==> src/rtl/sfr_pkg.sv <==
package sfr_pkg;

    localparam logic [7:0] SYNC_FIRST  = 8'hAA;
    localparam logic [7:0] SYNC_SECOND = 8'h55;

    // Payload bytes per frame; the checksum byte follows them.
    localparam int PAYLOAD_LEN = 12;
    localparam int IDX_W       = $clog2(PAYLOAD_LEN + 1);

    localparam int QUEUE_DEPTH_DEF = 4;

    typedef enum logic [1:0] {
        HUNT_FIRST  = 2'd0,
        HUNT_SECOND = 2'd1,
        COLLECT     = 2'd2
    } t_hunt;

    // One classified frame byte passed from the front to the back.
    typedef struct packed {
        logic             last;   // checksum byte, closes the frame
        logic [IDX_W-1:0] idx;    // payload position
        logic [7:0]       data;
    } t_beat;

    function automatic logic [7:0] reset_pattern_byte(input logic [IDX_W-1:0] idx);
        logic [7:0] val;
        val = 8'h00;
        case (idx)
            IDX_W'(0):  val = 8'h11;
            IDX_W'(1):  val = 8'h22;
            IDX_W'(2):  val = 8'h33;
            IDX_W'(3):  val = 8'h44;
            IDX_W'(4):  val = 8'h55;
            IDX_W'(5):  val = 8'h66;
            IDX_W'(6):  val = 8'h77;
            IDX_W'(7):  val = 8'h88;
            IDX_W'(8):  val = 8'h99;
            IDX_W'(9):  val = 8'hAA;
            IDX_W'(10): val = 8'hBB;
            IDX_W'(11): val = 8'hCC;
            default:    val = 8'h00;
        endcase
        return val;
    endfunction

endpackage

==> src/rtl/sfr_front.sv <==
module sfr_front (
    input  logic          i_clk,
    input  logic          i_rst_n,
    input  logic          i_accept,
    input  logic [7:0]    i_rx_byte,
    output logic          o_push,
    output sfr_pkg::t_beat o_beat
);
    import sfr_pkg::*;

    t_hunt             r_state, n_state;
    logic [IDX_W-1:0]  r_count, n_count;

    always_ff @(posedge i_clk) begin
        if (!i_rst_n) begin
            r_state <= HUNT_FIRST;
            r_count <= '0;
        end else begin
            r_state <= n_state;
            r_count <= n_count;
        end
    end

    always_comb begin
        n_state     = r_state;
        n_count     = r_count;
        o_push      = 1'b0;
        o_beat.last = (r_count == IDX_W'(PAYLOAD_LEN));
        o_beat.idx  = r_count;
        o_beat.data = i_rx_byte;
        unique case (r_state)
            HUNT_FIRST: begin
                if (i_accept && i_rx_byte == SYNC_FIRST) begin
                    n_state = HUNT_SECOND;
                end
            end
            HUNT_SECOND: begin
                if (i_accept) begin
                    n_state = (i_rx_byte == SYNC_SECOND) ? COLLECT : HUNT_FIRST;
                end
            end
            COLLECT: begin
                if (i_accept) begin
                    o_push = 1'b1;
                    if (o_beat.last) begin
                        n_state = HUNT_FIRST;
                        n_count = '0;
                    end else begin
                        n_count = r_count + 1'b1;
                    end
                end
            end
            default: begin
                n_state = HUNT_FIRST;
                n_count = '0;
            end
        endcase
    end

endmodule

==> src/rtl/sfr_queue.sv <==
module sfr_queue #(
    parameter int DEPTH = sfr_pkg::QUEUE_DEPTH_DEF
) (
    input  logic           i_clk,
    input  logic           i_rst_n,
    input  logic           i_push,
    input  sfr_pkg::t_beat i_beat,
    output logic           o_full,
    output logic           o_valid,
    input  logic           i_pop,
    output sfr_pkg::t_beat o_beat
);
    import sfr_pkg::*;

    localparam int PTR_W = (DEPTH > 1) ? $clog2(DEPTH) : 1;
    localparam int CNT_W = $clog2(DEPTH + 1);

    t_beat              r_mem [DEPTH];
    logic [PTR_W-1:0]   r_wr, n_wr;
    logic [PTR_W-1:0]   r_rd, n_rd;
    logic [CNT_W-1:0]   r_count, n_count;

    assign o_full  = (r_count == CNT_W'(DEPTH));
    assign o_valid = (r_count != '0);
    assign o_beat  = r_mem[r_rd];

    always_comb begin
        n_wr = r_wr;
        n_rd = r_rd;
        if (i_push) begin
            n_wr = (r_wr == PTR_W'(DEPTH - 1)) ? '0 : r_wr + 1'b1;
        end
        if (i_pop) begin
            n_rd = (r_rd == PTR_W'(DEPTH - 1)) ? '0 : r_rd + 1'b1;
        end
        unique case ({i_push, i_pop})
            2'b10:   n_count = r_count + 1'b1;
            2'b01:   n_count = r_count - 1'b1;
            default: n_count = r_count;
        endcase
    end

    always_ff @(posedge i_clk) begin
        if (!i_rst_n) begin
            r_wr    <= '0;
            r_rd    <= '0;
            r_count <= '0;
        end else begin
            r_wr    <= n_wr;
            r_rd    <= n_rd;
            r_count <= n_count;
        end
    end

    always_ff @(posedge i_clk) begin
        if (i_push) begin
            r_mem[r_wr] <= i_beat;
        end
    end

`ifndef SYNTHESIS
    a_no_push_full: assert property (@(posedge i_clk) disable iff (!i_rst_n)
        i_push |-> !o_full)
        else $error("queue written while full");
    a_no_pop_empty: assert property (@(posedge i_clk) disable iff (!i_rst_n)
        i_pop |-> o_valid)
        else $error("queue read while empty");
`endif

endmodule

==> src/rtl/sfr_back.sv <==
module sfr_back (
    input  logic           i_clk,
    input  logic           i_rst_n,
    input  logic           i_cfg_we,
    input  logic           i_cfg_wdata,
    input  logic           i_q_valid,
    input  sfr_pkg::t_beat i_beat,
    output logic           o_pop,
    output logic           o_res_valid,
    input  logic           i_res_ready,
    output logic           o_status,
    output logic           o_velocity_valid,
    output logic [31:0]    o_forward_speed_bits,
    output logic [31:0]    o_sideways_speed_bits,
    output logic [31:0]    o_turn_rate_bits,
    output logic           o_reset_request
);
    import sfr_pkg::*;

    logic        r_mode;
    logic [7:0]  r_sum;
    logic        r_match;
    logic [7:0]  r_store [PAYLOAD_LEN];
    logic        r_out_valid;
    logic        r_status;
    logic        r_vel;
    logic [31:0] r_fwd;
    logic [31:0] r_side;
    logic [31:0] r_turn;
    logic        r_rst_req;

    logic good;
    logic vel;

    // A payload byte never waits; the checksum byte waits for a free output register.
    assign o_pop = i_q_valid && (!i_beat.last || !r_out_valid || i_res_ready);
    assign good  = (i_beat.data == r_sum);
    assign vel   = good && r_mode;

    always_ff @(posedge i_clk) begin
        if (!i_rst_n) begin
            r_mode      <= 1'b0;
            r_sum       <= '0;
            r_match     <= 1'b1;
            r_out_valid <= 1'b0;
        end else begin
            if (i_cfg_we) begin
                r_mode <= i_cfg_wdata;
            end
            if (o_pop && !i_beat.last) begin
                r_sum <= r_sum + i_beat.data;
                if (i_beat.data != reset_pattern_byte(i_beat.idx)) begin
                    r_match <= 1'b0;
                end
            end
            if (o_pop && i_beat.last) begin
                r_sum       <= '0;
                r_match     <= 1'b1;
                r_out_valid <= 1'b1;
            end else if (i_res_ready) begin
                r_out_valid <= 1'b0;
            end
        end
    end

    always_ff @(posedge i_clk) begin
        if (o_pop && !i_beat.last) begin
            r_store[i_beat.idx] <= i_beat.data;
        end
        if (o_pop && i_beat.last) begin
            r_status  <= !good;
            r_vel     <= vel;
            r_rst_req <= good && r_match;
            r_fwd     <= vel ? {r_store[3], r_store[2], r_store[1], r_store[0]} : '0;
            r_side    <= vel ? {r_store[7], r_store[6], r_store[5], r_store[4]} : '0;
            r_turn    <= vel ? {r_store[11], r_store[10], r_store[9], r_store[8]} : '0;
        end
    end

    assign o_res_valid           = r_out_valid;
    assign o_status              = r_status;
    assign o_velocity_valid      = r_vel;
    assign o_forward_speed_bits  = r_fwd;
    assign o_sideways_speed_bits = r_side;
    assign o_turn_rate_bits      = r_turn;
    assign o_reset_request       = r_rst_req;

`ifndef SYNTHESIS
    a_hold_result: assert property (@(posedge i_clk) disable iff (!i_rst_n)
        (o_pop && i_beat.last) |-> (!r_out_valid || i_res_ready))
        else $error("result overwritten before it was taken");
    a_words_zero: assert property (@(posedge i_clk) disable iff (!i_rst_n)
        (o_res_valid && !o_velocity_valid) |->
        (o_forward_speed_bits == '0 && o_sideways_speed_bits == '0 &&
         o_turn_rate_bits == '0))
        else $error("speed words not cleared without velocity");
    a_good_flags: assert property (@(posedge i_clk) disable iff (!i_rst_n)
        (o_res_valid && o_status) |-> (!o_velocity_valid && !o_reset_request))
        else $error("flags raised on a bad frame");
`endif

endmodule

==> src/rtl/sync_sum_frame_receiver.sv <==
// A frame's result is registered in the back once its checksum beat leaves the queue;
// beats still queued ahead of it, or a previous result not yet taken, hold it back.
// Throughput: one byte beat per cycle, sustained while the queue is not full.
// The result register frees the queue so bytes keep flowing while a result waits.
// Reset: synchronous, active low; hunt returns to the first sync byte, the mode register
// clears, the queue empties and any pending result is dropped.
module sync_sum_frame_receiver #(
    parameter int QUEUE_DEPTH = sfr_pkg::QUEUE_DEPTH_DEF
) (
    input  logic        i_clk,
    input  logic        i_rst_n,
    input  logic        i_cfg_we,
    input  logic        i_cfg_wdata,
    input  logic        i_rx_valid,
    output logic        o_rx_ready,
    input  logic [7:0]  i_rx_byte,
    output logic        o_res_valid,
    input  logic        i_res_ready,
    output logic        o_status,
    output logic        o_velocity_valid,
    output logic [31:0] o_forward_speed_bits,
    output logic [31:0] o_sideways_speed_bits,
    output logic [31:0] o_turn_rate_bits,
    output logic        o_reset_request
);
    import sfr_pkg::*;

    // The front hunts for the sync header and tags each frame byte with its
    // position. Header bytes are consumed there; only payload and checksum
    // beats enter the queue.
    logic  accept;
    logic  push;
    t_beat push_beat;
    logic  q_full;
    logic  q_valid;
    logic  pop;
    t_beat pop_beat;

    // A byte is taken whenever the queue has room, even while a finished
    // result still waits to be collected downstream.
    assign o_rx_ready = !q_full;
    assign accept     = i_rx_valid && o_rx_ready;

    sfr_front u_front (
        .i_clk     (i_clk),
        .i_rst_n   (i_rst_n),
        .i_accept  (accept),
        .i_rx_byte (i_rx_byte),
        .o_push    (push),
        .o_beat    (push_beat)
    );

    // The queue decouples the two sides: the back only stalls on a checksum
    // beat whose result register is still occupied.
    sfr_queue #(
        .DEPTH (QUEUE_DEPTH)
    ) u_queue (
        .i_clk   (i_clk),
        .i_rst_n (i_rst_n),
        .i_push  (push),
        .i_beat  (push_beat),
        .o_full  (q_full),
        .o_valid (q_valid),
        .i_pop   (pop),
        .o_beat  (pop_beat)
    );

    // The back keeps the running sum, the reset-pattern match and the
    // payload bytes, and builds the result when the checksum beat arrives.
    sfr_back u_back (
        .i_clk                 (i_clk),
        .i_rst_n               (i_rst_n),
        .i_cfg_we              (i_cfg_we),
        .i_cfg_wdata           (i_cfg_wdata),
        .i_q_valid             (q_valid),
        .i_beat                (pop_beat),
        .o_pop                 (pop),
        .o_res_valid           (o_res_valid),
        .i_res_ready           (i_res_ready),
        .o_status              (o_status),
        .o_velocity_valid      (o_velocity_valid),
        .o_forward_speed_bits  (o_forward_speed_bits),
        .o_sideways_speed_bits (o_sideways_speed_bits),
        .o_turn_rate_bits      (o_turn_rate_bits),
        .o_reset_request       (o_reset_request)
    );

endmodule

==> config.mk <==
export PLATFORM = sky130hd
export DESIGN_NAME = sync_sum_frame_receiver
export DESIGN_NICKNAME = d
export VERILOG_FILES = /design/src/rtl/sfr_pkg.sv /design/src/rtl/sfr_front.sv /design/src/rtl/sfr_queue.sv /design/src/rtl/sfr_back.sv /design/src/rtl/sync_sum_frame_receiver.sv
export SDC_FILE = /design/constraint.sdc
export NUM_CORES = 1
export LEC_CHECK = 0
export ABC_CLOCK_PERIOD_IN_PS = 8300
export BUFFER_PORTS_ARGS = -buffer_cell sky130_fd_sc_hd__buf_2
export CAP_MARGIN = 20
export CORE_ASPECT_RATIO = 2
export CORE_MARGIN = 5
export CORE_UTILIZATION = 30
export CTS_CLUSTER_SIZE = 20
export DETAILED_ROUTE_END_ITERATION = 7
export MAX_ROUTING_LAYER = met4
export SETUP_SLACK_MARGIN = 0.3
export SYNTH_ARGS = -nofsm -noshare
export SYNTH_HDL_FRONTEND = slang
export SYNTH_SLANG_ARGS = --single-unit
==> constraint.sdc <==
create_clock -name i_clk -period 8.3 [get_ports i_clk]
set_clock_uncertainty 0.05 [all_clocks]
set_input_delay 0.83 -clock i_clk [delete_from_list [all_inputs] [get_ports i_clk]]
set_output_delay 0.83 -clock i_clk [all_outputs]
set_load 0.005 [all_outputs]
Word level (Yosys, flattened, before mapping). Memory sizes are Yosys's and may differ from the RTL's. A register that Yosys moved wholly into a read port is not among the register bits. Cells that the tools add are included.

Register bits after elaboration: 27. Latch bits: 0. RAM bits: 148. Bits in read-only memories: 128. Input port bits: 14. Output and inout bits: 101. Word-level logic and storage cells: 97. Memories: 3.

Memories: (name not given) (words 16, width 8, rd ports 1, clocked after memory_dff 0, wr ports 0, RTL line sfr_pkg.sv:28) `case (idx)`; u_back.r_store (words 12, width 8, rd ports 12, clocked after memory_dff 12, wr ports 1, RTL line sfr_back.sv:23) `logic [7:0] r_store [PAYLOAD_LEN];`; u_queue.r_mem (words 4, width 13, rd ports 1, clocked after memory_dff 1, wr ports 1, RTL line sfr_queue.sv:18) `t_beat r_mem [DEPTH];`.

Add/sub/neg operators: 6. $mul: 0. Div/mod/pow operators: 0. Order comparisons: 0. Equality and inequality tests: 16. Shifts and indexed selects: 0. Muxes and demuxes: 24. Bitwise gates (word level): 2. Reduce and logical (&&, ||, !) cells: 34.

Operators by type and width (count): $mux 2 (9); $logic_not 1->1 (16); $mux 8 (2); $add 8x8->8 (1); $eq 2x2->1 const B (4); $eq 8x7->1 const B (1); $eq 8x8->1 (1); $eq 8x8->1 const B (1); $mux 1 (8); $mux 4 (2); $ne 2x1->1 const B (4); $ne 8x8->1 (1); $pmux 4 s2 (1); $logic_and 1x1->1 (7); $pmux 2 s3 (1); $pmux 3 s2 (1); $add 2x1->2 const B (2); $add 4x1->4 const B (1); $eq 2x1->1 const B (2); $eq 4x4->1 const B (1); $reduce_and 2->1 (2); $reduce_and 4->1 (1); $reduce_bool 2->1 (2); $reduce_or 2->1 (2); other kinds (7) (9).

Depth between registers and ports, before layout. Gate-level depths: netlist of run 1.

Depth after elaboration: 9. Gate-level depth with buffers: 11. Gate-level depth less buffers: 10.

By module. From an unflattened synthesis of run 1, not the netlist that was laid out.

Cells, all modules: 613. Area total of the unflattened synthesis: 10388.7 µm².

Modules (own cells, without submodules): sfr_back (times used 1, cells each 443, area each 7587.3 µm², sequential area each 6075.8 µm²); sfr_queue (times used 1, cells each 114, area each 2347.3 µm², sequential area each 1741.7 µm²); sfr_front (times used 1, cells each 54, area each 444.2 µm², sequential area each 120.1 µm²); sync_sum_frame_receiver (times used 1, cells each 2, area each 10.0 µm², sequential area each 0.0 µm²).

Least setup slack after synthesis of run 1. No wires, ideal clock.

Kind: input port to flip-flop. Start: input i_res_ready. End: register u_back.r_fwd[0], in the netlist u_back.o_forward_speed_bits[0], read port of u_back.r_store, enable pin. Setup time: 452 ps. Data arrival time: 2984 ps. Required time: 7798 ps. Path slack: 4813 ps. Stages on the path: 4. Path buffers: 0. Cell sequence: inv_1 nand2_1 nand3b_1 inv_1.

Word-level cells in the longest chain between the ends: 3.

Ends and longest elaborated chain: from (decl) (RTL line sync_sum_frame_receiver.sv:18) `input logic i_res_ready,`; $logic_or 1x1->1 (RTL line sfr_back.sv:36) `assign o_pop = i_q_valid && (!i_beat.last || !r_out_valid || i_res_ready);`; $logic_and 1x1->1 (RTL line sfr_back.sv:36); $logic_and 1x1->1 (RTL line sfr_back.sv:70) `if (o_pop && i_beat.last) begin`; to (decl) (RTL line sfr_back.sv:27) `logic [31:0] r_fwd;`.

No other way between the ends. A chain may end at the register's enable or synchronous reset.

==> results.cfg, run 1 <==
[run_status]
status = finished clean

[drt]
drc = 0
drt.antenna.violating_nets = 0
routedWlPerCell_um = 18.3
drtPass1Iterations = 4
first_iter_violations = 324
vias = 5420
wl_mm = 21.8
viasPerCell = 4.56

[place]
hpwl_mm = 14.6
gp_congestion = 0.722
dp_cells = 1146
port_buffers = 114
placed_area_um2 = 11400

[clock_network]
htree_levels = 1
cts_buffers = 24
clk_latency_ns = 0.52
cts-root-buf = clkbuf_16
cts_resized = 0
cts_tree = done
hold_buffers = 0
post-cts-setup-buffer-count = 0
clock_sinks = 273
clk_path_buf_depth = 3
clk_pin_slew_worst_paths_ns = 0.07

[power]
power_density_nw_per_um2 = 294
sw_frac_of_total_pct = 27.6
ir_drop_uv = 167
p_comb_share_pct = 18.0
clock_power_share_pct = 30.0
internal_power_uw = 2580
p_seq_share_pct = 52.0
p_switching_uw = 983
leakagePower_uw = 0.00476

[sta]
fin_crit_ns = 3.94
maxSlewHeadroom_pct = 35.1
worstMarginPinSlew_ns = 0.972
max_freq_ghz = 0.254
hold_viol = 0
tns_ns = 0
min_period_over_period_pct = 47.5
grt_setup_unrepaired = no
setup_viol = 0
slew_violations = 0

[synth]
ys_types = 49
synth_edf_count = 247
synth_area_leaders = edfxtp_1 71%, and3_1 6.1%, dfxtp_1 5.0%, ha_1 2.4%, mux4_2 2.4%
ys_warn_count = 0
synth-main-ff-cell = edfxtp_1
synthCells = 616
syn_nets = 652
syn_area_um2 = 10400
ys_ff_latch = 273
synth_top_area_share_pct = 71.5
async_flop_share_pct = 0
ys_seq_area_share_pct = 76.5
synth_top_area_cell = edfxtp_1
synth_area_per_cell_um2 = 16.9

[layout]
fin_area_um2 = 12100
final_cell_mix = 247 x edfxtp_1, 114 x buf_2, 100 x and3_1
multi_input_area_um2 = 2200
instances_no_fill = 1189
final_common_cell = edfxtp_1
drive_gt1_share_pct = 22.9
register_area_um2 = 7940
antenna_cells = 0
area_growth_pct = 16.7
final.fill_count = 3234
fin_nets = 767

[run]
max_cap_viol_count = 0

[die]
rows = 96
ioPinCount = 115
die_area_um2 = 38600
dieWidth_um = 142
core_area_um2 = 34200
die_h_um = 273
initial_core_util_pct = 30.3

[grt]
grt_pass1_vias = 5691
grt_usage_pct = 11.4
grt_max_degree = 100
overflow = 0
grt_first_pass_wirelength_mm = 33.2
antenna_found_initial = 0

[critical_path]
startpoint_type = register
end_kind = register
path_max_fanout = 99
required_ns = 8.64
critPathKind = register to register
cp.arrival_ns = 4.28

[min_path]
min_from = u_back.r_sum[0]$_SDFFE_PP0P_
hold_class = register to register
## worst max-delay path, cell delays in order (launching register included)
cell and delay [ns]:
dfxtp_1 0.96, mux4_1 0.97, ha_1 0.42, nor4_1 0.26
and3_2 0.20, buf_4 0.60, and3_1 0.26
## routing by layer
metal  GRT usage (%)  vias to the layer above  wire (µm)
met5               -                        -          0
met4            4.75                        0        792
met3            1.37                       46        844
met2            23.1                      124      13100
met1            10.4                     2683       7070
li1                -                     2567          -
## cell families after synthesis
kind of cell             after synthesis  synth area share, %
AO/OA/AOI/OAI                         49                 2.95
buffers and inverters                 49                 2.33
XOR/XNOR                               8                0.675
flip-flops                           273                 76.5
AND/OR/NAND/NOR                      195                 11.1
multiplexers                          20                 3.72
adder cells (fa/ha/maj)               22                 2.80
## sequential cells by signal, summed over array words and instances, names as in the netlist, 2 cells and up, named ones only
name and cells:
u_back.r_store 96, u_back.o_turn_rate_bits 32, u_back.r_sum 8, u_queue.r_mem 52, u_queue.r_wr 2, u_back.o_forward_speed_bits 32
u_back.o_sideways_speed_bits 32, u_queue.r_rd 2, u_queue.r_count 3, u_front.r_state 2, u_front.r_count 4
## power groups by stage
| stage | sequential [µW] | clock, µW | combinational, µW |
|---|---|---|---|
| 2_1_floorplan | 1860 | 0 | 375 |
| 3_3_place_gp | 1890 | 0 | 651 |
| 3_5_place_dp | 1890 | 0 | 664 |
| 4_1_cts | 1860 | 1090 | 663 |
| 5_1_grt | 1870 | 1150 | 717 |
| 6_report | 1850 | 1070 | 642 |
## cell usage after synthesis, drive strengths merged, types with 2 or more instances
cell and number:
o21ai 12, edfxtp 247, nand2 25, xnor2 5, nor2b 3, o21a 3, xor2 3, and2 22
a21oi 13, nor4bb 2, nand4 3, mux4 14, nor2 12, clkbuf 20, mux2i 6, nor4 2
ha 20, fa 2, nor3 5, nand3 3, or3 3, a211oi 2, a21boi 5, or2 4
a21o 4, o2111ai 2, nand3b 5, a31oi 4, nor3b 2, inv 21, dfxtp 26, and3 101
buf 8
## final timing paths
path                            slack, ns                                             end  depth (start not counted)
worst min register to register       0.41                    u_back.r_sum[0]$_SDFFE_PP0P_                          2
worst min-delay path                 0.41                    u_back.r_sum[0]$_SDFFE_PP0P_                          2
worst max register to register       4.36  u_back.o_sideways_speed_bits[20]$_SDFFCE_PN0P_                          6
worst max-delay path                 4.36  u_back.o_sideways_speed_bits[20]$_SDFFCE_PN0P_                          6
## stage by stage
step | power, µW | setup WS, ns | hold slack (ns) | util [%]
2_1_floorplan | 2240 | 4.81 | 0.386 | -
6_report | 3560 | 4.36 | 0.414 | 35.4
4_1_cts | 3620 | 4.24 | 0.414 | 35.4
5_1_grt | 3730 | 4.03 | 0.437 | 35.4
3_5_place_dp | 2550 | 4.27 | 0.404 | 33.2
3_3_place_gp | 2540 | 4.31 | 0.396 | 33.2
## layout make-up
cell class	count	share of cell area (%)
clock buffer	27	5.23
clock inverter	16	0.940
inverter	21	0.671
multi-input combinational	294	18.2
sequential	273	65.5
tap	441	4.55
timing repair buffer	117	4.90
(Power assumes the default switching activity.)
==> inputs of run 2 (changes only) <==
--- a/config.mk
+++ b/config.mk
@@ -5,7 +5,7 @@
 export SDC_FILE = /design/constraint.sdc
 export NUM_CORES = 1
 export LEC_CHECK = 0
-export ABC_CLOCK_PERIOD_IN_PS = 8300
+export ABC_CLOCK_PERIOD_IN_PS = 3910
 export BUFFER_PORTS_ARGS = -buffer_cell sky130_fd_sc_hd__buf_2
 export CAP_MARGIN = 20
 export CORE_ASPECT_RATIO = 2
==> constraint.sdc (replaced) <==
create_clock -name i_clk -period 3.91 [get_ports i_clk]
set_clock_uncertainty 0.05 [all_clocks]
set_input_delay 0.391 -clock i_clk [delete_from_list [all_inputs] [get_ports i_clk]]
set_output_delay 0.391 -clock i_clk [all_outputs]
set_load 0.005 [all_outputs]
==> run 2 against run 1 <==
Final area increased by 1.0%. Core utilization increased by 0.36 points. Via count is 0.42% higher. Maximum frequency is 32% higher. Critical path type unchanged. Critical endpoint is now u_back.r_match$_SDFFE_PP1P_.
==> results.cfg, run 2 (synthesis gave the netlist of run 1 again) <==
[clock_network]
cts_tree = done
cts-root-buf = clkbuf_16
clk_pin_slew_worst_paths_ns = 0.07
clock_sinks = 273
cts_resized = 0
cts_buffers = 23
clk_path_buf_depth = 3
htree_levels = 1
clk_latency_ns = 0.52
hold_buffers = 0
post-cts-setup-buffer-count = 0

[sta]
hold_viol = 0
setup_viol = 0
maxSlewHeadroom_pct = 50.5
setup_slack_ns = 0.931
slew_violations = 0
min_period_over_period_pct = 76.2
grt_setup_unrepaired = no
fin_crit_ns = 2.98
max_freq_ghz = 0.336
worstMarginPinSlew_ns = 0.743
tns_ns = 0

[die]
dieWidth_um = 142
die_h_um = 273
core_area_um2 = 34200
initial_core_util_pct = 30.3
rows = 96
die_area_um2 = 38600
ioPinCount = 115

[place]
port_buffers = 114
gp_congestion = 0.792
dp_cells = 1160
hpwl_mm = 15.2
place_ws_ns = 0.909
placed_area_um2 = 11500

[drt]
wl_mm = 21.8
drc = 0
viasPerCell = 4.53
routedWlPerCell_um = 18.1
drt.antenna.violating_nets = 0
drtPass1Iterations = 4
vias = 5443
first_iter_violations = 258

[critical_path]
path_max_fanout = 10
required_ns = 4.31
reg2reg_depth = 9
reg2reg_to = u_back.r_match$_SDFFE_PP1P_
cp.arrival_ns = 3.38
startpoint_type = register
end_kind = register
critPathKind = register to register
r2r_slack_ns = 0.93

[layout]
final_common_cell = edfxtp_1
top_register = u_back.r_store
area_growth_pct = 17.9
finish.utilization_pct = 35.7
antenna_cells = 0
largestRegisters = u_back.r_store: 96 flops, u_queue.r_mem: 52 flops
largest_register_ffs = 96
final_cell_mix = 247 x edfxtp_1, 114 x buf_2, 100 x and3_1
instances_no_fill = 1201
fin_nets = 780
drive_gt1_share_pct = 24.5
fin_area_um2 = 12200

[power]
power_density_nw_per_um2 = 621
leakagePower_uw = 0.00482
ir_drop_uv = 281

[grt]
grt_first_pass_wirelength_mm = 32.7
grt_max_degree = 69
grt_pass1_vias = 5557
grt_usage_pct = 11.5
overflow = 0
antenna_found_initial = 0

[min_path]
hold_path_depth = 1
hold_class = input port to register
holdPathEnd = u_queue.r_mem[2][7]$_DFFE_PP_
min_from = i_rx_byte[7]

[run]
max_cap_viol_count = 0

[run_status]
status = finished clean
[run 2: changes by cell type in the layout (fill, tap and decap cells not counted), sizes merged]
| cell | previous run | this run |
|---|---|---|
| bufinv | 1 | 2 |
| inv | 24 | 23 |
| clkinvlp | 1 | 0 |
| buf | 117 | 131 |
| clkbuf | 27 | 26 |
[run 2: critical path, cell delays in order (launching register included)]
cell and delay, ns:
dfxtp_1 0.61, buf_4 0.27, mux4_1 0.39, ha_1 0.35
nand3b_1 0.13, o21ai_0 0.10, mux4_2 0.52, mux2i_1 0.17
o2111ai_1 0.13, a31oi_1 0.18
[run 2: how the worst max path moves through the flow]
stage,from,end,depth (start not counted)
after floorplan,register,u_back.o_forward_speed_bits[0]$_SDFFCE_PN0P_,4
after global placement,register,u_back.r_sum[6]$_SDFFE_PP0P_,10
after detailed placement,register,u_back.r_match$_SDFFE_PP1P_,9
after CTS,register,u_back.r_match$_SDFFE_PP1P_,9
after global routing,register,u_queue.r_count[2]$_SDFFE_PN0P_,9
final,register,u_back.r_match$_SDFFE_PP1P_,9
[run 2: layer usage]
metal | global-route usage (%) | part of all wire, % | vias up
li1 | - | - | 2596
met1 | 10.8 | 33 | 2654
met2 | 22.3 | 58 | 137
met3 | 1.21 | 4.0 | 56
met4 | 5.79 | 4.7 | 0
met5 | - | 0 | -
[run 2: layout make-up]
cell class | instances | area [µm²]
Clock buffer | 26 | 587
Clock inverter | 15 | 141
Inverter | 21 | 81.3
Multi-Input combinational cell | 294 | 2200
Timing Repair Buffer | 131 | 736
Tap cell | 441 | 552
Sequential cell | 273 | 7940
Fill cell | 3236 | 22000
[run 2: power breakdown]
group	internal (µW)	switching (µW)
logic	561	934
registers	3720	159
clock network	1230	1000
total	5510	2090
[run 2: through the flow]
step	total power, µW	hold WS [ns]
after floorplan	4740	0.386
after global placement	5470	0.396
after detailed placement	5500	0.400
after CTS	7730	0.0502
after global routing	7970	0.0678
final	7600	0.0692
==> inputs of run 3 (changes only) <==
--- a/config.mk
+++ b/config.mk
@@ -5,7 +5,7 @@
 export SDC_FILE = /design/constraint.sdc
 export NUM_CORES = 1
 export LEC_CHECK = 0
-export ABC_CLOCK_PERIOD_IN_PS = 3910
+export ABC_CLOCK_PERIOD_IN_PS = 2700
 export BUFFER_PORTS_ARGS = -buffer_cell sky130_fd_sc_hd__buf_2
 export CAP_MARGIN = 20
 export CORE_ASPECT_RATIO = 2
==> constraint.sdc (replaced) <==
create_clock -name i_clk -period 2.7 [get_ports i_clk]
set_clock_uncertainty 0.05 [all_clocks]
set_input_delay 0.27 -clock i_clk [delete_from_list [all_inputs] [get_ports i_clk]]
set_output_delay 0.27 -clock i_clk [all_outputs]
set_load 0.005 [all_outputs]
==> run 3 against run 2 <==
Total power grew 59%. Sequential share of layout area decreased by 5.5 points. Cell count up 5.7%. Largest cell class unchanged. Highest routed layer unchanged.
==> results.cfg, run 3 (synthesis gave the netlist of run 1 again) <==
[run_status]
status = finished clean

[min_path]
hold_path_depth = 3
holdPathEnd = u_back.r_mode$_SDFFE_PN0P_
hold_class = input port to register
min_from = i_cfg_we

[die]
ioPinCount = 115
core_area_um2 = 34200
dieWidth_um = 142
initial_core_util_pct = 30.3
die_h_um = 273
die_area_um2 = 38600
rows = 96

[grt]
grt_usage_pct = 11.9
overflow = 0
grt_pass1_vias = 5773
antenna_found_initial = 0
grt_first_pass_wirelength_mm = 34.0
grt_max_degree = 100

[sta]
fin_crit_ns = 2.60
grt_setup_unrepaired = yes
setup_slack_ns = 0.101
maxSlewHeadroom_pct = 51.5
setup_viol = 0
worstMarginPinSlew_ns = 0.728
slew_violations = 0
hold_viol = 0
max_freq_ghz = 0.385
min_period_over_period_pct = 96.3

[place]
dp_cells = 1196
place_ws_ns = -0.0629
hpwl_mm = 15.6
gp_congestion = 0.798
port_buffers = 114
placed_area_um2 = 12000

[critical_path]
cpMaxStageDelayCell = mux4_2
cp.arrival_ns = 2.94
critical_path_buf_inv_count = 4
crit_family = simple AND/OR/NAND/NOR gates
end_kind = register
startpoint_type = register
reg2reg_to = u_back.o_forward_speed_bits[25]$_SDFFCE_PN0P_
cp.depth = 9
worst_path_largest_cell_delay_ns = 0.55
path_max_fanout = 5
critPathKind = register to register
critical_path.cell_chain = buf_12, mux4_2, buf_6, ha_4, nor3_4, and3_4, buf_12, clkbuf_16, and3_4
r2r_slack_ns = 0.10
reg2reg_depth = 9
required_ns = 3.04

[drt]
drtPass1Iterations = 4
wl_mm = 23.5
viasPerCell = 4.53
first_iter_violations = 273
drc = 0
drt.antenna.violating_nets = 0
vias = 5759
routedWlPerCell_um = 18.5

[layout]
instances_no_fill = 1270
largestRegisters = u_back.r_store: 96 flops, u_queue.r_mem: 52 flops
final_cell_mix = 247 x edfxtp_1, 114 x buf_2, 98 x and3_1
largest_register_ffs = 96
drive_gt1_share_pct = 34.7
area_growth_pct = 28.9
register_area_um2 = 7940
fin_area_um2 = 13400
final_common_cell = edfxtp_1
multi_input_area_um2 = 2420
fin_nets = 847
final.fill_count = 3154
antenna_cells = 0
top_register = u_back.r_store

[power]
leakagePower_uw = 0.00528
power_density_nw_per_um2 = 905
ir_drop_uv = 537
p_total_uw = 12100

[clock_network]
clk_pin_slew_worst_paths_ns = 0.07
cts_buffers = 24
cts_tree = done
clock_sinks = 273
cts-root-buf = clkbuf_16
clk_path_buf_depth = 3
htree_levels = 1
clk_latency_ns = 0.54

[run]
max_cap_viol_count = 0
[run 3: cell types whose count changed in the layout (fill, tap and decap cells not counted), moves of 5 or more]
cell / before / now
buf_12: 3 / 15
dlygate4sd3_1: 0 / 9
clkinvlp_4: 0 / 5
and2_4: 0 / 12
buf_6: 0 / 8
and2_1: 22 / 10
ha_4: 0 / 7
ha_1: 20 / 11
buf_4: 14 / 43
[run 3: per-layer routing]
layer / GRT usage (%) / wire [µm]
met5: - / 0
met4: 4.73 / 824
met3: 1.45 / 831
met2: 24.2 / 14500
met1: 10.8 / 7350
[run 3: worst max path at each step]
stage               startpoint                                       endpoint
global placement      register                    u_back.r_match$_SDFFE_PP1P_
detailed placement    register                    u_back.r_match$_SDFFE_PP1P_
finish                register  u_back.o_forward_speed_bits[25]$_SDFFCE_PN0P_
global route          register                u_queue.r_count[2]$_SDFFE_PN0P_
floorplan             register   u_back.o_forward_speed_bits[0]$_SDFFCE_PN0P_
CTS                   register       u_back.o_turn_rate_bits[9]$_SDFFCE_PN0P_
[run 3: where the power goes]
part	switching [µW]	internal, µW
clock	1520	2010
combinational	1600	1320
sequential	250	5400
[run 3: cell type report]
type                       count  area share, %
clock inverter                15           1.40
clock buffer                  29           4.78
timing repair buffer         197           11.6
sequential                   273           59.4
tap                          441           4.12
inverter                      21          0.617
multi-input combinational    294           18.1
[run 3: tightest hold or removal path, delay by kind of cell]
kind,cells,cell delay [ns]
muxes,1,0.10
buffers and inverters,1,0.09
and+or+nand+nor,1,0.12
[run 3: repair_timing]
item / 4_1_cts / 5_1_grt
gates cloned: 2 / 5
setup buffers: 7 / 7
setup endpoints to repair: 116 / 202
hold buffers: 9 / 0
pin swaps: 2 / 24
gates resized for setup: 20 / 37
endpoints found under the hold margin: 33 / 0
[run 3: through the flow]
stage	utilization (%)	setup TNS, ns	hold slack (ns)
final	39.1	0	0.0222
after floorplan	-	-36.94	0.319
after global routing	39.1	0	0.0244
after global placement	35.1	-0.0459	0.399
after CTS	38.3	0	0.0191
after detailed placement	35.1	-0.0751	0.411
